### src/rtl/sfp_pkg.sv
// Shared types and constants for the sensor frame parser.
package sfp_pkg;

	localparam int MAX_PAYLOAD = 32;
	localparam int ADDR_W      = $clog2(MAX_PAYLOAD);
	localparam int CNT_W       = $clog2(MAX_PAYLOAD + 1);
	localparam int BUF_AW      = ADDR_W + 1;
	localparam int CMDQ_DEPTH  = 2;
	localparam int OUT_DEPTH   = 4;
	localparam int OUT_AW      = $clog2(OUT_DEPTH);

	localparam logic [7:0] REG_HEADER_BYTE = 8'd0;
	localparam logic [7:0] REG_WANTED_MSG  = 8'd1;
	localparam logic [7:0] REG_RECORD_SIZE = 8'd2;

	typedef struct packed {
		logic [7:0]  rx_byte;
		logic [31:0] now_us;
	} sfp_in_t;

	typedef struct packed {
		logic [7:0]  payload_byte;
		logic [4:0]  byte_index;
		logic [31:0] frame_time;
		logic        last;
	} sfp_out_t;

	typedef struct packed {
		logic              en;
		logic [BUF_AW-1:0] addr;
		logic [7:0]        data;
	} sfp_wr_t;

	typedef struct packed {
		logic             bank;
		logic [31:0]      frame_time;
		logic [CNT_W-1:0] count;
	} sfp_cmd_t;

	typedef struct packed {
		logic valid;
		logic bank;
	} sfp_rel_t;

endpackage

### src/rtl/sfp_front.sv
// Front end: config registers, frame state machine, checksum and buffer writes.
module sfp_front import sfp_pkg::*; (
	input  logic        clk,
	input  logic        arst_n,
	input  logic        push,
	output logic        full,
	input  sfp_in_t     item,
	input  logic        cfg_valid,
	output logic        cfg_ready,
	input  logic [7:0]  cfg_index,
	input  logic [7:0]  cfg_data,
	output sfp_wr_t     wr,
	output logic        cmd_push,
	output sfp_cmd_t    cmd,
	input  sfp_rel_t    rel
);

	localparam logic [2:0] PH_HUNT = 3'd0;
	localparam logic [2:0] PH_DEV  = 3'd1;
	localparam logic [2:0] PH_SYS  = 3'd2;
	localparam logic [2:0] PH_MSG  = 3'd3;
	localparam logic [2:0] PH_SEQ  = 3'd4;
	localparam logic [2:0] PH_LEN  = 3'd5;
	localparam logic [2:0] PH_DATA = 3'd6;
	localparam logic [2:0] PH_SUM  = 3'd7;

	localparam logic [CNT_W-1:0] MAX_CNT = CNT_W'(MAX_PAYLOAD);

	logic [7:0]       header_q;
	logic [7:0]       wanted_q;
	logic [5:0]       rec_size_q;
	logic [2:0]       phase_q;
	logic [CNT_W-1:0] len_q;
	logic [CNT_W-1:0] cnt_q;
	logic [7:0]       sum_q;
	logic [7:0]       msg_q;
	logic [31:0]      time_q;
	logic             wbank_q;
	logic [1:0]       busy_q;

	logic             take;
	logic [7:0]       b;
	logic [7:0]       sum_add;
	logic [CNT_W-1:0] cnt_inc;
	logic             frame_ok;
	logic [CNT_W-1:0] emit_n;
	logic             emit;
	logic [1:0]       busy_d;

	assign cfg_ready = 1'b1;

	// stall payload bytes until the bank being filled is free again
	assign full = (phase_q == PH_DATA) && busy_q[wbank_q];
	assign take = push && !full;
	assign b = item.rx_byte;
	assign sum_add = sum_q + b;
	assign cnt_inc = cnt_q + CNT_W'(1);

	assign frame_ok = (sum_q == b) && (msg_q == wanted_q) &&
		(6'(len_q) >= rec_size_q);
	assign emit_n = (rec_size_q > 6'(MAX_CNT)) ? MAX_CNT : CNT_W'(rec_size_q);
	assign emit = take && (phase_q == PH_SUM) && frame_ok && (emit_n != '0);

	assign wr.en   = take && (phase_q == PH_DATA);
	assign wr.addr = {wbank_q, cnt_q[ADDR_W-1:0]};
	assign wr.data = b;

	assign cmd_push       = emit;
	assign cmd.bank       = wbank_q;
	assign cmd.frame_time = time_q;
	assign cmd.count      = emit_n;

	always_comb begin
		busy_d = busy_q;
		if (rel.valid) begin
			busy_d[rel.bank] = 1'b0;
		end
		if (emit) begin
			busy_d[wbank_q] = 1'b1;
		end
	end

	always_ff @(posedge clk or negedge arst_n) begin
		if (!arst_n) begin
			header_q   <= 8'd239;
			wanted_q   <= 8'd81;
			rec_size_q <= 6'd20;
		end else if (cfg_valid) begin
			unique case (cfg_index)
				REG_HEADER_BYTE: header_q   <= cfg_data;
				REG_WANTED_MSG:  wanted_q   <= cfg_data;
				REG_RECORD_SIZE: rec_size_q <= cfg_data[5:0];
				default: ;
			endcase
		end
	end

	always_ff @(posedge clk or negedge arst_n) begin
		if (!arst_n) begin
			phase_q <= PH_HUNT;
			len_q   <= '0;
			cnt_q   <= '0;
			sum_q   <= '0;
			msg_q   <= '0;
			time_q  <= '0;
			wbank_q <= 1'b0;
			busy_q  <= '0;
		end else begin
			busy_q <= busy_d;
			if (emit) begin
				wbank_q <= !wbank_q;
			end
			if (take) begin
				unique case (phase_q)
					PH_HUNT: begin
						if (b == header_q) begin
							time_q  <= item.now_us;
							sum_q   <= b;
							phase_q <= PH_DEV;
						end
					end
					PH_DEV, PH_SYS, PH_SEQ: begin
						sum_q   <= sum_add;
						phase_q <= phase_q + 3'd1;
					end
					PH_MSG: begin
						msg_q   <= b;
						sum_q   <= sum_add;
						phase_q <= PH_SEQ;
					end
					PH_LEN: begin
						sum_q <= sum_add;
						cnt_q <= '0;
						len_q <= CNT_W'(b);
						if (b == 8'd0) begin
							phase_q <= PH_SUM;
						end else if (b > 8'(MAX_PAYLOAD)) begin
							// oversize: drop the frame and hunt again
							phase_q <= PH_HUNT;
							len_q   <= '0;
						end else begin
							phase_q <= PH_DATA;
						end
					end
					PH_DATA: begin
						sum_q <= sum_add;
						if (cnt_inc >= len_q) begin
							cnt_q   <= '0;
							phase_q <= PH_SUM;
						end else begin
							cnt_q <= cnt_inc;
						end
					end
					PH_SUM: begin
						phase_q <= PH_HUNT;
						len_q   <= '0;
						cnt_q   <= '0;
					end
				endcase
			end
		end
	end

endmodule

### src/rtl/sfp_cmd_queue.sv
// Two-entry queue of accepted-frame commands between front and back.
module sfp_cmd_queue import sfp_pkg::*; (
	input  logic     clk,
	input  logic     arst_n,
	input  logic     wr_en,
	input  sfp_cmd_t wr_cmd,
	input  logic     rd_en,
	output logic     empty,
	output sfp_cmd_t rd_cmd
);

	localparam int QAW = $clog2(CMDQ_DEPTH);

	sfp_cmd_t         slot_q [CMDQ_DEPTH];
	logic [QAW-1:0]   wp_q;
	logic [QAW-1:0]   rp_q;
	logic [QAW:0]     cnt_q;
	logic             do_wr;
	logic             do_rd;

	assign empty  = (cnt_q == '0);
	assign rd_cmd = slot_q[rp_q];
	assign do_wr  = wr_en && (cnt_q != (QAW+1)'(CMDQ_DEPTH));
	assign do_rd  = rd_en && !empty;

	always_ff @(posedge clk) begin
		if (do_wr) begin
			slot_q[wp_q] <= wr_cmd;
		end
	end

	always_ff @(posedge clk or negedge arst_n) begin
		if (!arst_n) begin
			wp_q  <= '0;
			rp_q  <= '0;
			cnt_q <= '0;
		end else begin
			if (do_wr) begin
				wp_q <= wp_q + QAW'(1);
			end
			if (do_rd) begin
				rp_q <= rp_q + QAW'(1);
			end
			unique case ({do_wr, do_rd})
				2'b10:   cnt_q <= cnt_q + (QAW+1)'(1);
				2'b01:   cnt_q <= cnt_q - (QAW+1)'(1);
				default: cnt_q <= cnt_q;
			endcase
		end
	end

endmodule

### src/rtl/sfp_back.sv
// Back end: two-bank payload buffer, record read-out and result queue.
module sfp_back import sfp_pkg::*; (
	input  logic     clk,
	input  logic     arst_n,
	input  sfp_wr_t  wr,
	input  logic     cmd_empty,
	input  sfp_cmd_t cmd,
	output logic     cmd_pop,
	output sfp_rel_t rel,
	output logic     empty,
	input  logic     pop,
	output sfp_out_t result
);

	logic [7:0]       mem [2**BUF_AW];
	logic [7:0]       rdata_q;

	logic             act_q;
	logic [CNT_W-1:0] k_q;
	logic [CNT_W-1:0] n_q;
	logic [31:0]      time_q;
	logic             bank_q;

	logic             rd_v_s1;
	logic [4:0]       idx_s1;
	logic             last_s1;
	logic [31:0]      time_s1;

	sfp_out_t         fifo_q [OUT_DEPTH];
	logic [OUT_AW-1:0] wp_q;
	logic [OUT_AW-1:0] rp_q;
	logic [OUT_AW:0]  ocnt_q;

	logic             issue;
	logic             is_last;
	logic [CNT_W-1:0] k_inc;
	logic             do_pop;
	sfp_out_t         beat;

	assign k_inc   = k_q + CNT_W'(1);
	assign is_last = (k_inc == n_q);
	// leave room for the read already in flight
	assign issue   = act_q &&
		((ocnt_q + (OUT_AW+1)'(rd_v_s1)) < (OUT_AW+1)'(OUT_DEPTH));
	assign cmd_pop = !act_q && !cmd_empty;

	// bank is free once its last byte has been read
	assign rel.valid = issue && is_last;
	assign rel.bank  = bank_q;

	assign empty  = (ocnt_q == '0);
	assign do_pop = pop && !empty;
	assign result = fifo_q[rp_q];

	assign beat.payload_byte = rdata_q;
	assign beat.byte_index   = idx_s1;
	assign beat.frame_time   = time_s1;
	assign beat.last         = last_s1;

	always_ff @(posedge clk) begin
		if (wr.en) begin
			mem[wr.addr] <= wr.data;
		end
		if (issue) begin
			rdata_q <= mem[{bank_q, k_q[ADDR_W-1:0]}];
			idx_s1  <= k_q[4:0];
			last_s1 <= is_last;
			time_s1 <= time_q;
		end
		if (rd_v_s1) begin
			fifo_q[wp_q] <= beat;
		end
		if (cmd_pop) begin
			n_q    <= cmd.count;
			time_q <= cmd.frame_time;
			bank_q <= cmd.bank;
		end
	end

	always_ff @(posedge clk or negedge arst_n) begin
		if (!arst_n) begin
			act_q   <= 1'b0;
			k_q     <= '0;
			rd_v_s1 <= 1'b0;
			wp_q    <= '0;
			rp_q    <= '0;
			ocnt_q  <= '0;
		end else begin
			rd_v_s1 <= issue;
			if (cmd_pop) begin
				act_q <= 1'b1;
				k_q   <= '0;
			end else if (issue) begin
				k_q <= k_inc;
				if (is_last) begin
					act_q <= 1'b0;
				end
			end
			if (rd_v_s1) begin
				wp_q <= wp_q + OUT_AW'(1);
			end
			if (do_pop) begin
				rp_q <= rp_q + OUT_AW'(1);
			end
			unique case ({rd_v_s1, do_pop})
				2'b10:   ocnt_q <= ocnt_q + (OUT_AW+1)'(1);
				2'b01:   ocnt_q <= ocnt_q - (OUT_AW+1)'(1);
				default: ocnt_q <= ocnt_q;
			endcase
		end
	end

endmodule

### src/rtl/sensor_frame_parser.sv
// Top level of the sensor frame parser: front end, command queue, back end.
//
//  port group                  direction  beat when
//  push/full/item              in         push && !full
//  empty/pop/result            out        pop && !empty
//  cfg_valid/ready/index/data  in         cfg_valid && cfg_ready
//
// One input byte is taken per cycle; only payload bytes stall (full), and only
// while both buffer banks still hold records waiting for read-out.
// An accepted frame yields its record at up to one byte per cycle, set by the
// single buffer read port and the four-entry result queue.
// Reset is asynchronous and clears all control state and loads register defaults.
// A stalled result side backs up into the read-out, then into payload bytes.
module sensor_frame_parser import sfp_pkg::*; (
	input  logic       clk,
	input  logic       arst_n,
	input  logic       push,
	output logic       full,
	input  sfp_in_t    item,
	output logic       empty,
	input  logic       pop,
	output sfp_out_t   result,
	input  logic       cfg_valid,
	output logic       cfg_ready,
	input  logic [7:0] cfg_index,
	input  logic [7:0] cfg_data
);

	sfp_wr_t  wr;
	sfp_cmd_t cmd_in;
	sfp_cmd_t cmd_out;
	sfp_rel_t rel;
	logic     cmd_push;
	logic     cmd_pop;
	logic     cmd_empty;

	sfp_front u_front (
		.clk       (clk),
		.arst_n    (arst_n),
		.push      (push),
		.full      (full),
		.item      (item),
		.cfg_valid (cfg_valid),
		.cfg_ready (cfg_ready),
		.cfg_index (cfg_index),
		.cfg_data  (cfg_data),
		.wr        (wr),
		.cmd_push  (cmd_push),
		.cmd       (cmd_in),
		.rel       (rel)
	);

	sfp_cmd_queue u_cmdq (
		.clk    (clk),
		.arst_n (arst_n),
		.wr_en  (cmd_push),
		.wr_cmd (cmd_in),
		.rd_en  (cmd_pop),
		.empty  (cmd_empty),
		.rd_cmd (cmd_out)
	);

	sfp_back u_back (
		.clk       (clk),
		.arst_n    (arst_n),
		.wr        (wr),
		.cmd_empty (cmd_empty),
		.cmd       (cmd_out),
		.cmd_pop   (cmd_pop),
		.rel       (rel),
		.empty     (empty),
		.pop       (pop),
		.result    (result)
	);

endmodule
### config.mk
export PLATFORM = sky130hd
export DESIGN_NAME = sensor_frame_parser
export DESIGN_NICKNAME = d
export VERILOG_FILES = /design/src/rtl/sfp_pkg.sv /design/src/rtl/sfp_front.sv /design/src/rtl/sfp_cmd_queue.sv /design/src/rtl/sfp_back.sv /design/src/rtl/sensor_frame_parser.sv
export SDC_FILE = /design/constraint.sdc
export NUM_CORES = 1
export LEC_CHECK = 0
export ABC_AREA = 1
export BUFFER_PORTS_ARGS = -buffer_cell sky130_fd_sc_hd__buf_2
export CAP_MARGIN = 5
export CORE_MARGIN = 2
export CORE_UTILIZATION = 30
export DETAILED_ROUTE_END_ITERATION = 16
export GPL_TIMING_DRIVEN = 0
export PLACE_DENSITY = 0.56
export RECOVER_POWER = 100
export SLEW_MARGIN = 20
export SYNTH_ARGS = -nofsm -noshare
export SYNTH_HDL_FRONTEND = slang
export SYNTH_HIERARCHICAL = 1
export SYNTH_SLANG_ARGS = --single-unit
### constraint.sdc
create_clock -name clk -period 4.2 [get_ports clk]
set_clock_uncertainty 0.1 [all_clocks]
set_input_delay 0.42 -clock clk [delete_from_list [all_inputs] [get_ports clk]]
set_output_delay 0.42 -clock clk [all_outputs]
set_load 0.01 [all_outputs]
; ---- After elaboration in Yosys (flattened, before gate mapping)
; Memories as Yosys holds them, arrays and structs flattened. A register that Yosys moved wholly into a read port is not among the register bits.
; Cells that the tools add are included.
[word_totals]
output_inout_bits = 49
n_memories = 3
regBits = 145
word_cells = 152
in_bits = 61
mem_bits_rw = 774
[memory_table]
columns = memory, depth, width, read_ports, rd_ports_with_merged_regs, write_ports, line_no
row1 = u_back.mem, 64, 8, 1, 1, 1, sfp_back.sv:15  ; logic [7:0] mem [2**BUF_AW];
row2 = u_back.fifo_q, 4, 46, 1, 0, 1, sfp_back.sv:29  ; sfp_out_t fifo_q [OUT_DEPTH];
row3 = u_cmdq.slot_q, 2, 39, 1, 1, 1, sfp_cmd_queue.sv:14  ; sfp_cmd_t slot_q [CMDQ_DEPTH];
[classes]
n_eq_ne = 20
order_cmp = 9
n_reduce_logical = 47
n_addsub = 13
n_mux = 34
bitwise_logic = 3
[op_table]
columns = operator, count
row1 = $mux W6, 6
row2 = $eq A8 B8 Y1, 3
row3 = $pmux W6 S2, 2
row4 = $pmux W3 S6, 1
row5 = $logic_and A1 B1 Y1, 16
row6 = $logic_not A8 Y1, 2
row7 = $pmux W8 S2, 1
row8 = $reduce_and A2 Y1, 7
row9 = $reduce_bool A2 Y1, 7
row10 = $mux W1, 13
row11 = $add A6 B1 Y6 const B, 2
row12 = $eq A3 B3 Y1 const B, 4
row13 = $ge A6 B6 Y1, 2
row14 = $mux W3, 4
row15 = $reduce_and A3 Y1, 3
row16 = $add A8 B8 Y8, 1
row17 = $eq A8 B1 Y1 const B, 1
row18 = $eq A8 B2 Y1 const B, 1
row19 = $gt A8 B6 Y1 const B, 1
row20 = $mux W8, 1
row21 = $add A2 B1 Y2 const B, 3
row22 = $add A3 B1 Y3 const B, 2
row23 = $eq A3 B2 Y1 const B, 2
row24 = $eq A6 B6 Y1, 1
row25 = 27 further kinds, 40

; ---- Logic depth before layout (Yosys ltp)
[depth]
depth_word = 11
mapped_depth = 16
mapped_depth_nobuf = 16

; ---- Modules after synthesis
; The synthesis kept the hierarchy.
[by_module_without_submodules]
columns = module, seq_area_each_um2, cells_each, n_inst, area_per_inst_um2
row1 = sfp_back, 23827.9, 2442, 1, 31157.4
row2 = sfp_front, 2217.1, 649, 1, 5081.1
row3 = sfp_cmd_queue, 2442.3, 236, 1, 3121.7

; ---- Worst setup path after synthesis
; No wires, ideal clock.
[synth_timing]
path_kind = in2reg
start = input port item[36] in the netlist's numbering
end = memory u_cmdq/slot_q[1][0] in the netlist's numbering (enable)
arrival_time_ns = 3.112
path_slack_ns = 0.553
stages = 10
setup_ns = 0.435
n_path_buf = 0
t_required_ns = 3.665
cell_sequence = ha_1 > inv_1 > nand4_1 > nor2_1 > nand2_1 > nor2_1 > nand3_1 > inv_1 > nand2_1 > nor2_1
[synth_via]
elab_chain_cells = 8
[synth_rtl]
columns = item, line_no
row1 = "start, declared", sensor_frame_parser.sv:19  ; input sfp_in_t item,
row2 = $eq A8 B8 Y1, sfp_front.sv:59  ; assign frame_ok = (sum_q == b) && (msg_q == wanted_q) &&
row3 = $logic_and A1 B1 Y1 (2 in series), sfp_front.sv:59
row4 = $logic_and A1 B1 Y1 (2 in series), sfp_front.sv:62  ; assign emit = take && (phase_q == PH_SUM) && frame_ok && (emit_n != '0);
row5 = net cmd_push, sensor_frame_parser.sv:33  ; logic cmd_push;
row6 = $logic_and A1 B1 Y1, sfp_cmd_queue.sv:23  ; assign do_wr = wr_en && (cnt_q != (QAW+1)'(CMDQ_DEPTH));
row7 = $mux W1, sfp_cmd_queue.sv:27  ; if (do_wr) begin
row8 = $mux W1 (not written as such), sfp_cmd_queue.sv:28  ; slot_q[wp_q] <= wr_cmd;
row9 = "end, declared", sfp_cmd_queue.sv:14
; The timed path passes the listed nets, and every way through them passes these cells.

==> impl_results.html <==
<table>
<tr><th>Metric</th><th>Value</th></tr>
<tr><th colspan="2">Worst setup path</th></tr>
<tr><td>Required time of the worst setup path</td><td>around 4.4 ns</td></tr>
<tr><td>Worst stage delay on the critical path</td><td>1.00 ns</td></tr>
<tr><td>Category of the most critical setup path</td><td>reg2reg</td></tr>
<tr><td>CP max stage cell</td><td>sky130_fd_sc_hd__nor2_1</td></tr>
<tr><td>Worst Path Buf+Inv</td><td>5</td></tr>
<tr><td>Kind of cell adding the most delay to the critical path</td><td>simple AND/OR/NAND/NOR gates</td></tr>
<tr><td>Nature of the critical path endpoint</td><td>flop</td></tr>
<tr><td>Worst path arrival time</td><td>4.37 ns</td></tr>
<tr><td>Critical Path Fanout Max</td><td>8</td></tr>
<tr><td>Critical Path Source Type</td><td>flop</td></tr>
<tr><td>Worst path cell trace</td><td>inv_1 &gt; ha_1 &gt; nand2_4 &gt; inv_4 &gt; nand3_4 &gt; nand2_4 &gt; inv_2 &gt; nand2_1 &gt; inv_1 &gt; clkbuf_1 &gt; nand4_1 &gt; nor2_1</td></tr>
<tr><th colspan="2">Clock tree</th></tr>
<tr><td>Clock transition at path regs</td><td>~0.06 ns</td></tr>
<tr><td>CTS Buffer Depth</td><td>3</td></tr>
<tr><td>Number of sinks handled by clock tree synthesis</td><td>between 900 and 1000</td></tr>
<tr><td>Clock tree root buffer cell</td><td>sky130_fd_sc_hd__clkbuf_16</td></tr>
<tr><td>TritonCTS clock tree</td><td>yes</td></tr>
<tr><td>Level count of the clock H-tree</td><td>3</td></tr>
<tr><td>Clock latency at the later pin of the worst-skew pair</td><td>0.69 ns</td></tr>
<tr><td>Post-CTS setup buffers</td><td>0</td></tr>
<tr><td>TritonCTS Buffers</td><td>97</td></tr>
<tr><th colspan="2">Timing</th></tr>
<tr><td>Sum Neg Setup Slack</td><td>0 ns</td></tr>
<tr><td>Tmin final</td><td>4.19 ns</td></tr>
<tr><td>Worst slew slack as a fraction of its limit</td><td>-143%</td></tr>
<tr><td>Achievable frequency</td><td>0.239 GHz</td></tr>
<tr><td>Final setup viols</td><td>0</td></tr>
<tr><td>Final max-slew violation count</td><td>roughly 770</td></tr>
<tr><td>Worst-margin pin slew</td><td>3.65 ns</td></tr>
<tr><td>Unrepaired setup endpoints after global routing</td><td>true</td></tr>
<tr><td>Final Hold Vio Count</td><td>0</td></tr>
<tr><td>Fin crit share</td><td>between 90% and 100%</td></tr>
<tr><th colspan="2">Floorplanning</th></tr>
<tr><td>Initial core utilization</td><td>30.3%</td></tr>
<tr><td># rows</td><td>132</td></tr>
<tr><td>Die X</td><td>366 µm</td></tr>
<tr><td>Area enclosed by the die boundary</td><td>~0.13 mm²</td></tr>
<tr><td>Core Box Area</td><td>about 0.13 mm²</td></tr>
<tr><td>Number of placed I/O pins</td><td>110</td></tr>
<tr><td>Vertical die dimension</td><td>366 µm</td></tr>
<tr><th colspan="2">Final layout</th></tr>
<tr><td>Diodes inserted</td><td>0</td></tr>
<tr><td>Post-synthesis to final-layout area growth</td><td>16.8%</td></tr>
<tr><td>Layout filler cell count</td><td>roughly 13000</td></tr>
<tr><td>Combined area of the multi-input logic cells</td><td>slightly above 0.009 mm²</td></tr>
<tr><td>Commonest cells after routing, fill and taps aside</td><td>982 x sky130_fd_sc_hd__nand2_1, 859 x sky130_fd_sc_hd__edfxtp_1, 457 x sky130_fd_sc_hd__nand3_1</td></tr>
<tr><td>Commonest non-fill, non-tap cell in the layout</td><td>sky130_fd_sc_hd__nand2_1</td></tr>
<tr><td>Area used by sequential logic in the layout</td><td>0.0285 mm²</td></tr>
<tr><td>Fraction of final layout cells sized beyond drive strength 1</td><td>between 10% and 20%</td></tr>
<tr><td>Count of nets after finishing</td><td>3680</td></tr>
<tr><th colspan="2">Outcome</th></tr>
<tr><td>Outcome</td><td>finished with violations</td></tr>
<tr><td>Failing checks</td><td>capacitance limit, slew limit</td></tr>
<tr><th colspan="2">Pwr</th></tr>
<tr><td>Proportion of power drawn by combinational gates</td><td>14.0%</td></tr>
<tr><td>Internal power summed over all cells</td><td>~17 mW</td></tr>
<tr><td>Leakage power</td><td>between 15 and 20 nW</td></tr>
<tr><td>Post-layout total power</td><td>23.1 mW</td></tr>
<tr><td>Maximum vdd drop</td><td>0.385 mV</td></tr>
<tr><td>Ratio of total power to cell area</td><td>501 mW/mm²</td></tr>
<tr><td>Clock network fraction of total power</td><td>39.4%</td></tr>
<tr><td>NetSw</td><td>6.06 mW</td></tr>
<tr><td>Part of the total power dissipated in sequential elements</td><td>46.6%</td></tr>
<tr><td>Switch share</td><td>approximately a quarter</td></tr>
<tr><th colspan="2">Synth</th></tr>
<tr><td>Area leader, netlist</td><td>sky130_fd_sc_hd__edfxtp_1</td></tr>
<tr><td>Fraction of the mapped netlist area in simple logic gates</td><td>18.2%</td></tr>
<tr><td>Count of cell types in the netlist</td><td>43</td></tr>
<tr><td>Number of register bits inferred by synthesis</td><td>between 900 and 1000</td></tr>
<tr><td>Main combinational cell family by area after synthesis</td><td>simple AND/OR/NAND/NOR gates</td></tr>
<tr><td>Most used DFF post-synth</td><td>sky130_fd_sc_hd__edfxtp_1</td></tr>
<tr><td>Yosys synthesis warning count</td><td>6</td></tr>
<tr><td>Async set or reset register ratio after synthesis</td><td>11.1%</td></tr>
<tr><td>Number of synthesized flops with an enable pin</td><td>859</td></tr>
<tr><td>Fraction of the mapped netlist area in compound gates</td><td>about 3.6%</td></tr>
<tr><td>Syn nets</td><td>3423</td></tr>
<tr><td>Avg Cell Area, Syn</td><td>11.8 µm²</td></tr>
<tr><td>Mapped Area</td><td>a little under 0.04 mm²</td></tr>
<tr><td>Sequential cell area fraction in the yosys report</td><td>72.4%</td></tr>
<tr><td>XOR/XNOR Fraction of Synth Area</td><td>0.512%</td></tr>
<tr><td>Adder-Cell Fraction of Synth Area</td><td>1.15%</td></tr>
<tr><td>Top cells by area in the synthesized netlist</td><td>sky130_fd_sc_hd__edfxtp_1 66%, sky130_fd_sc_hd__nand2_1 9.4%, sky130_fd_sc_hd__dfrtp_1 6.0%</td></tr>
<tr><td>Top-area cell type share of the netlist area</td><td>65.5%</td></tr>
<tr><td>Mux cell area share after synthesis</td><td>0%</td></tr>
<tr><td>Cell count after synthesis</td><td>around 3300</td></tr>
<tr><th colspan="2">Placement</th></tr>
<tr><td>Count of input and output buffers</td><td>108</td></tr>
<tr><td>DP Wirelength</td><td>69.0 mm</td></tr>
<tr><td>Final Wtd Congestion</td><td>between 0.8 and 0.9</td></tr>
<tr><th colspan="2">Global routing</th></tr>
<tr><td>Largest net degree at the start of global routing</td><td>70</td></tr>
<tr><td>Global-route wire length before repair</td><td>~160 mm</td></tr>
<tr><td>All-Layer GR Usage</td><td>15.4%</td></tr>
<tr><td>Antenna violations before repair</td><td>2</td></tr>
<tr><td>Global-route congestion overflow total</td><td>0</td></tr>
<tr><td>Via count of the first global-routing pass</td><td>24400</td></tr>
<tr><th colspan="2">Drt</th></tr>
<tr><td>Average via count per standard cell</td><td>4.67</td></tr>
<tr><td>Sum of routed wire length over all layers</td><td>105 mm</td></tr>
<tr><td>Vias after detailed routing</td><td>around 25000</td></tr>
<tr><td>DRT Pass-1 Iters</td><td>5</td></tr>
<tr><td>Topmost layer with routed signal wires</td><td>met4</td></tr>
<tr><td>Post-route DRC violation count</td><td>0</td></tr>
<tr><td>Detailed-routing wirelength on met1</td><td>46.4 mm</td></tr>
<tr><td>Initial DRC Count</td><td>2500</td></tr>
<tr><td>Number of nets with antenna violations after detailed routing</td><td>0</td></tr>
<tr><td>Detailed route wirelength on metal3</td><td>~6.7 mm</td></tr>
<tr><td>Detailed-routed wire length on met2</td><td>a little under 50 mm</td></tr>
<tr><td>Mean routed wirelength per cell</td><td>about 20 µm</td></tr>
<tr><th colspan="2">Hold path</th></tr>
<tr><td>Hold crit path type</td><td>in2reg</td></tr>
<tr><th colspan="2">Flow run</th></tr>
<tr><td>Max capacitance violation total</td><td>14</td></tr>
</table>
-- tightest hold or removal path, cell delays in order --
cell	delay (ns)
sky130_fd_sc_hd__buf_2	0.10
sky130_fd_sc_hd__nand2_1	0.06
sky130_fd_sc_hd__nor2_1	0.08
sky130_fd_sc_hd__nand2_1	0.08
sky130_fd_sc_hd__o21ai_0	0.07
-- Yosys cell counts (all sizes together) (4+ instances only) --
master and count:
nand4 26, clkbuf 36, nand3 461, xor2 10, ha 33, o21ai 158
buf 145, o22ai 49, xnor2 13, edfxtp 859, dfstp 12, a21oi 58
nand3b 4, dfrtp 95, nand2 991, inv 140, nor2 223
-- path summary, 6_finish.rpt --
path,to,slack (ns),start,cells after the start
worst max-delay path,u_back/mem[0][5],0.008,u_front/phase_q[0],12
max in group asynchronous,u_front/wbank_q,0.82,arst_n,3
worst min register to register,u_back/time_s1[4],0.30,u_back/time_q[4],0
min in group asynchronous,u_front/time_q[26],0.93,arst_n,2
worst max register to register,u_back/mem[0][5],0.008,u_front/phase_q[0],12
worst min-delay path,u_front/rec_size_q[5],0.08,cfg_index[1],5
-- layer usage --
metal	GRT usage, %	vias up
li1	-	12100
met1	21.1	12200
met2	24.5	798
met3	2.29	173
met4	6.23	0
met5	0	-
-- cells by family after synthesis --
logic type                 after synthesis
other                                    1
AOI/OAI and AO/OA                      270
DFF                                    966
adders and majority gates               35
and+or+nand+nor                       1709
xor gates and xnor gates                23
buffers and inverters                  323
-- sequential cells by signal (all words and copies together), names as in the netlist, 3 cells and up --
| register | flops |
|---|---|
| u_front/sum_q | 8 |
| u_front/rec_size_q | 6 |
| u_front/len_q | 6 |
| u_back/n_q | 6 |
| u_front/time_q | 32 |
| u_back/k_q | 6 |
| u_back/rdata_q | 8 |
| u_back/fifo_q | 184 |
| u_back/time_s1 | 32 |
| u_front/header_q | 8 |
| u_back/mem | 512 |
| u_back/ocnt_q | 3 |
| u_back/idx_s1 | 5 |
| u_front/msg_q | 8 |
| u_front/wanted_q | 8 |
| u_cmdq/slot_q | 78 |
| u_front/cnt_q | 6 |
| u_back/time_q | 32 |
| u_front/phase_q | 3 |
-- through the flow --
step           setup slack (ns)  cell area (µm²)  hold slack, ns  instances  util, %
2_1_floorplan             0.553            39400          0.0244       3327        -
3_3_place_gp              -1.15            42100           0.301       5177     32.4
3_5_place_dp             0.0665            42300           0.279       5183     32.6
4_1_cts                  0.0340            46100         0.00872       5409     35.5
5_1_grt                  -0.150            46000           0.125       5409     35.4
6_report                0.00794            46000          0.0832       5409     35.4
-- final cells by class --
cell class                      instances  area share, %
Sequential cell                       966           62.0
Multi-Input combinational cell       2038           20.2
Clock buffer                          128           5.62
Tap cell                             1742           4.74
Timing Repair Buffer                  158           2.38
Buffer                                181           2.16
Clock inverter                         54           1.75
Inverter                              142           1.17
-- power by group through the flow --
stage,Combinational [mW],Clock (mW),Sequential (mW)
after floorplan,1.95,0,10.9
after global placement,3.20,0,10.9
after detailed placement,3.23,0,10.9
after CTS,3.28,9.26,10.7
after global routing,3.57,9.62,10.8
final,3.22,9.09,10.7
-- repair_timing --
item	CTS	global route
hold buffers	44	0
hold endpoints to repair	101	0
endpoints found under the setup margin	0	194
gates resized for setup	0	10
Note: power is estimated with default switching activity, not from simulation.
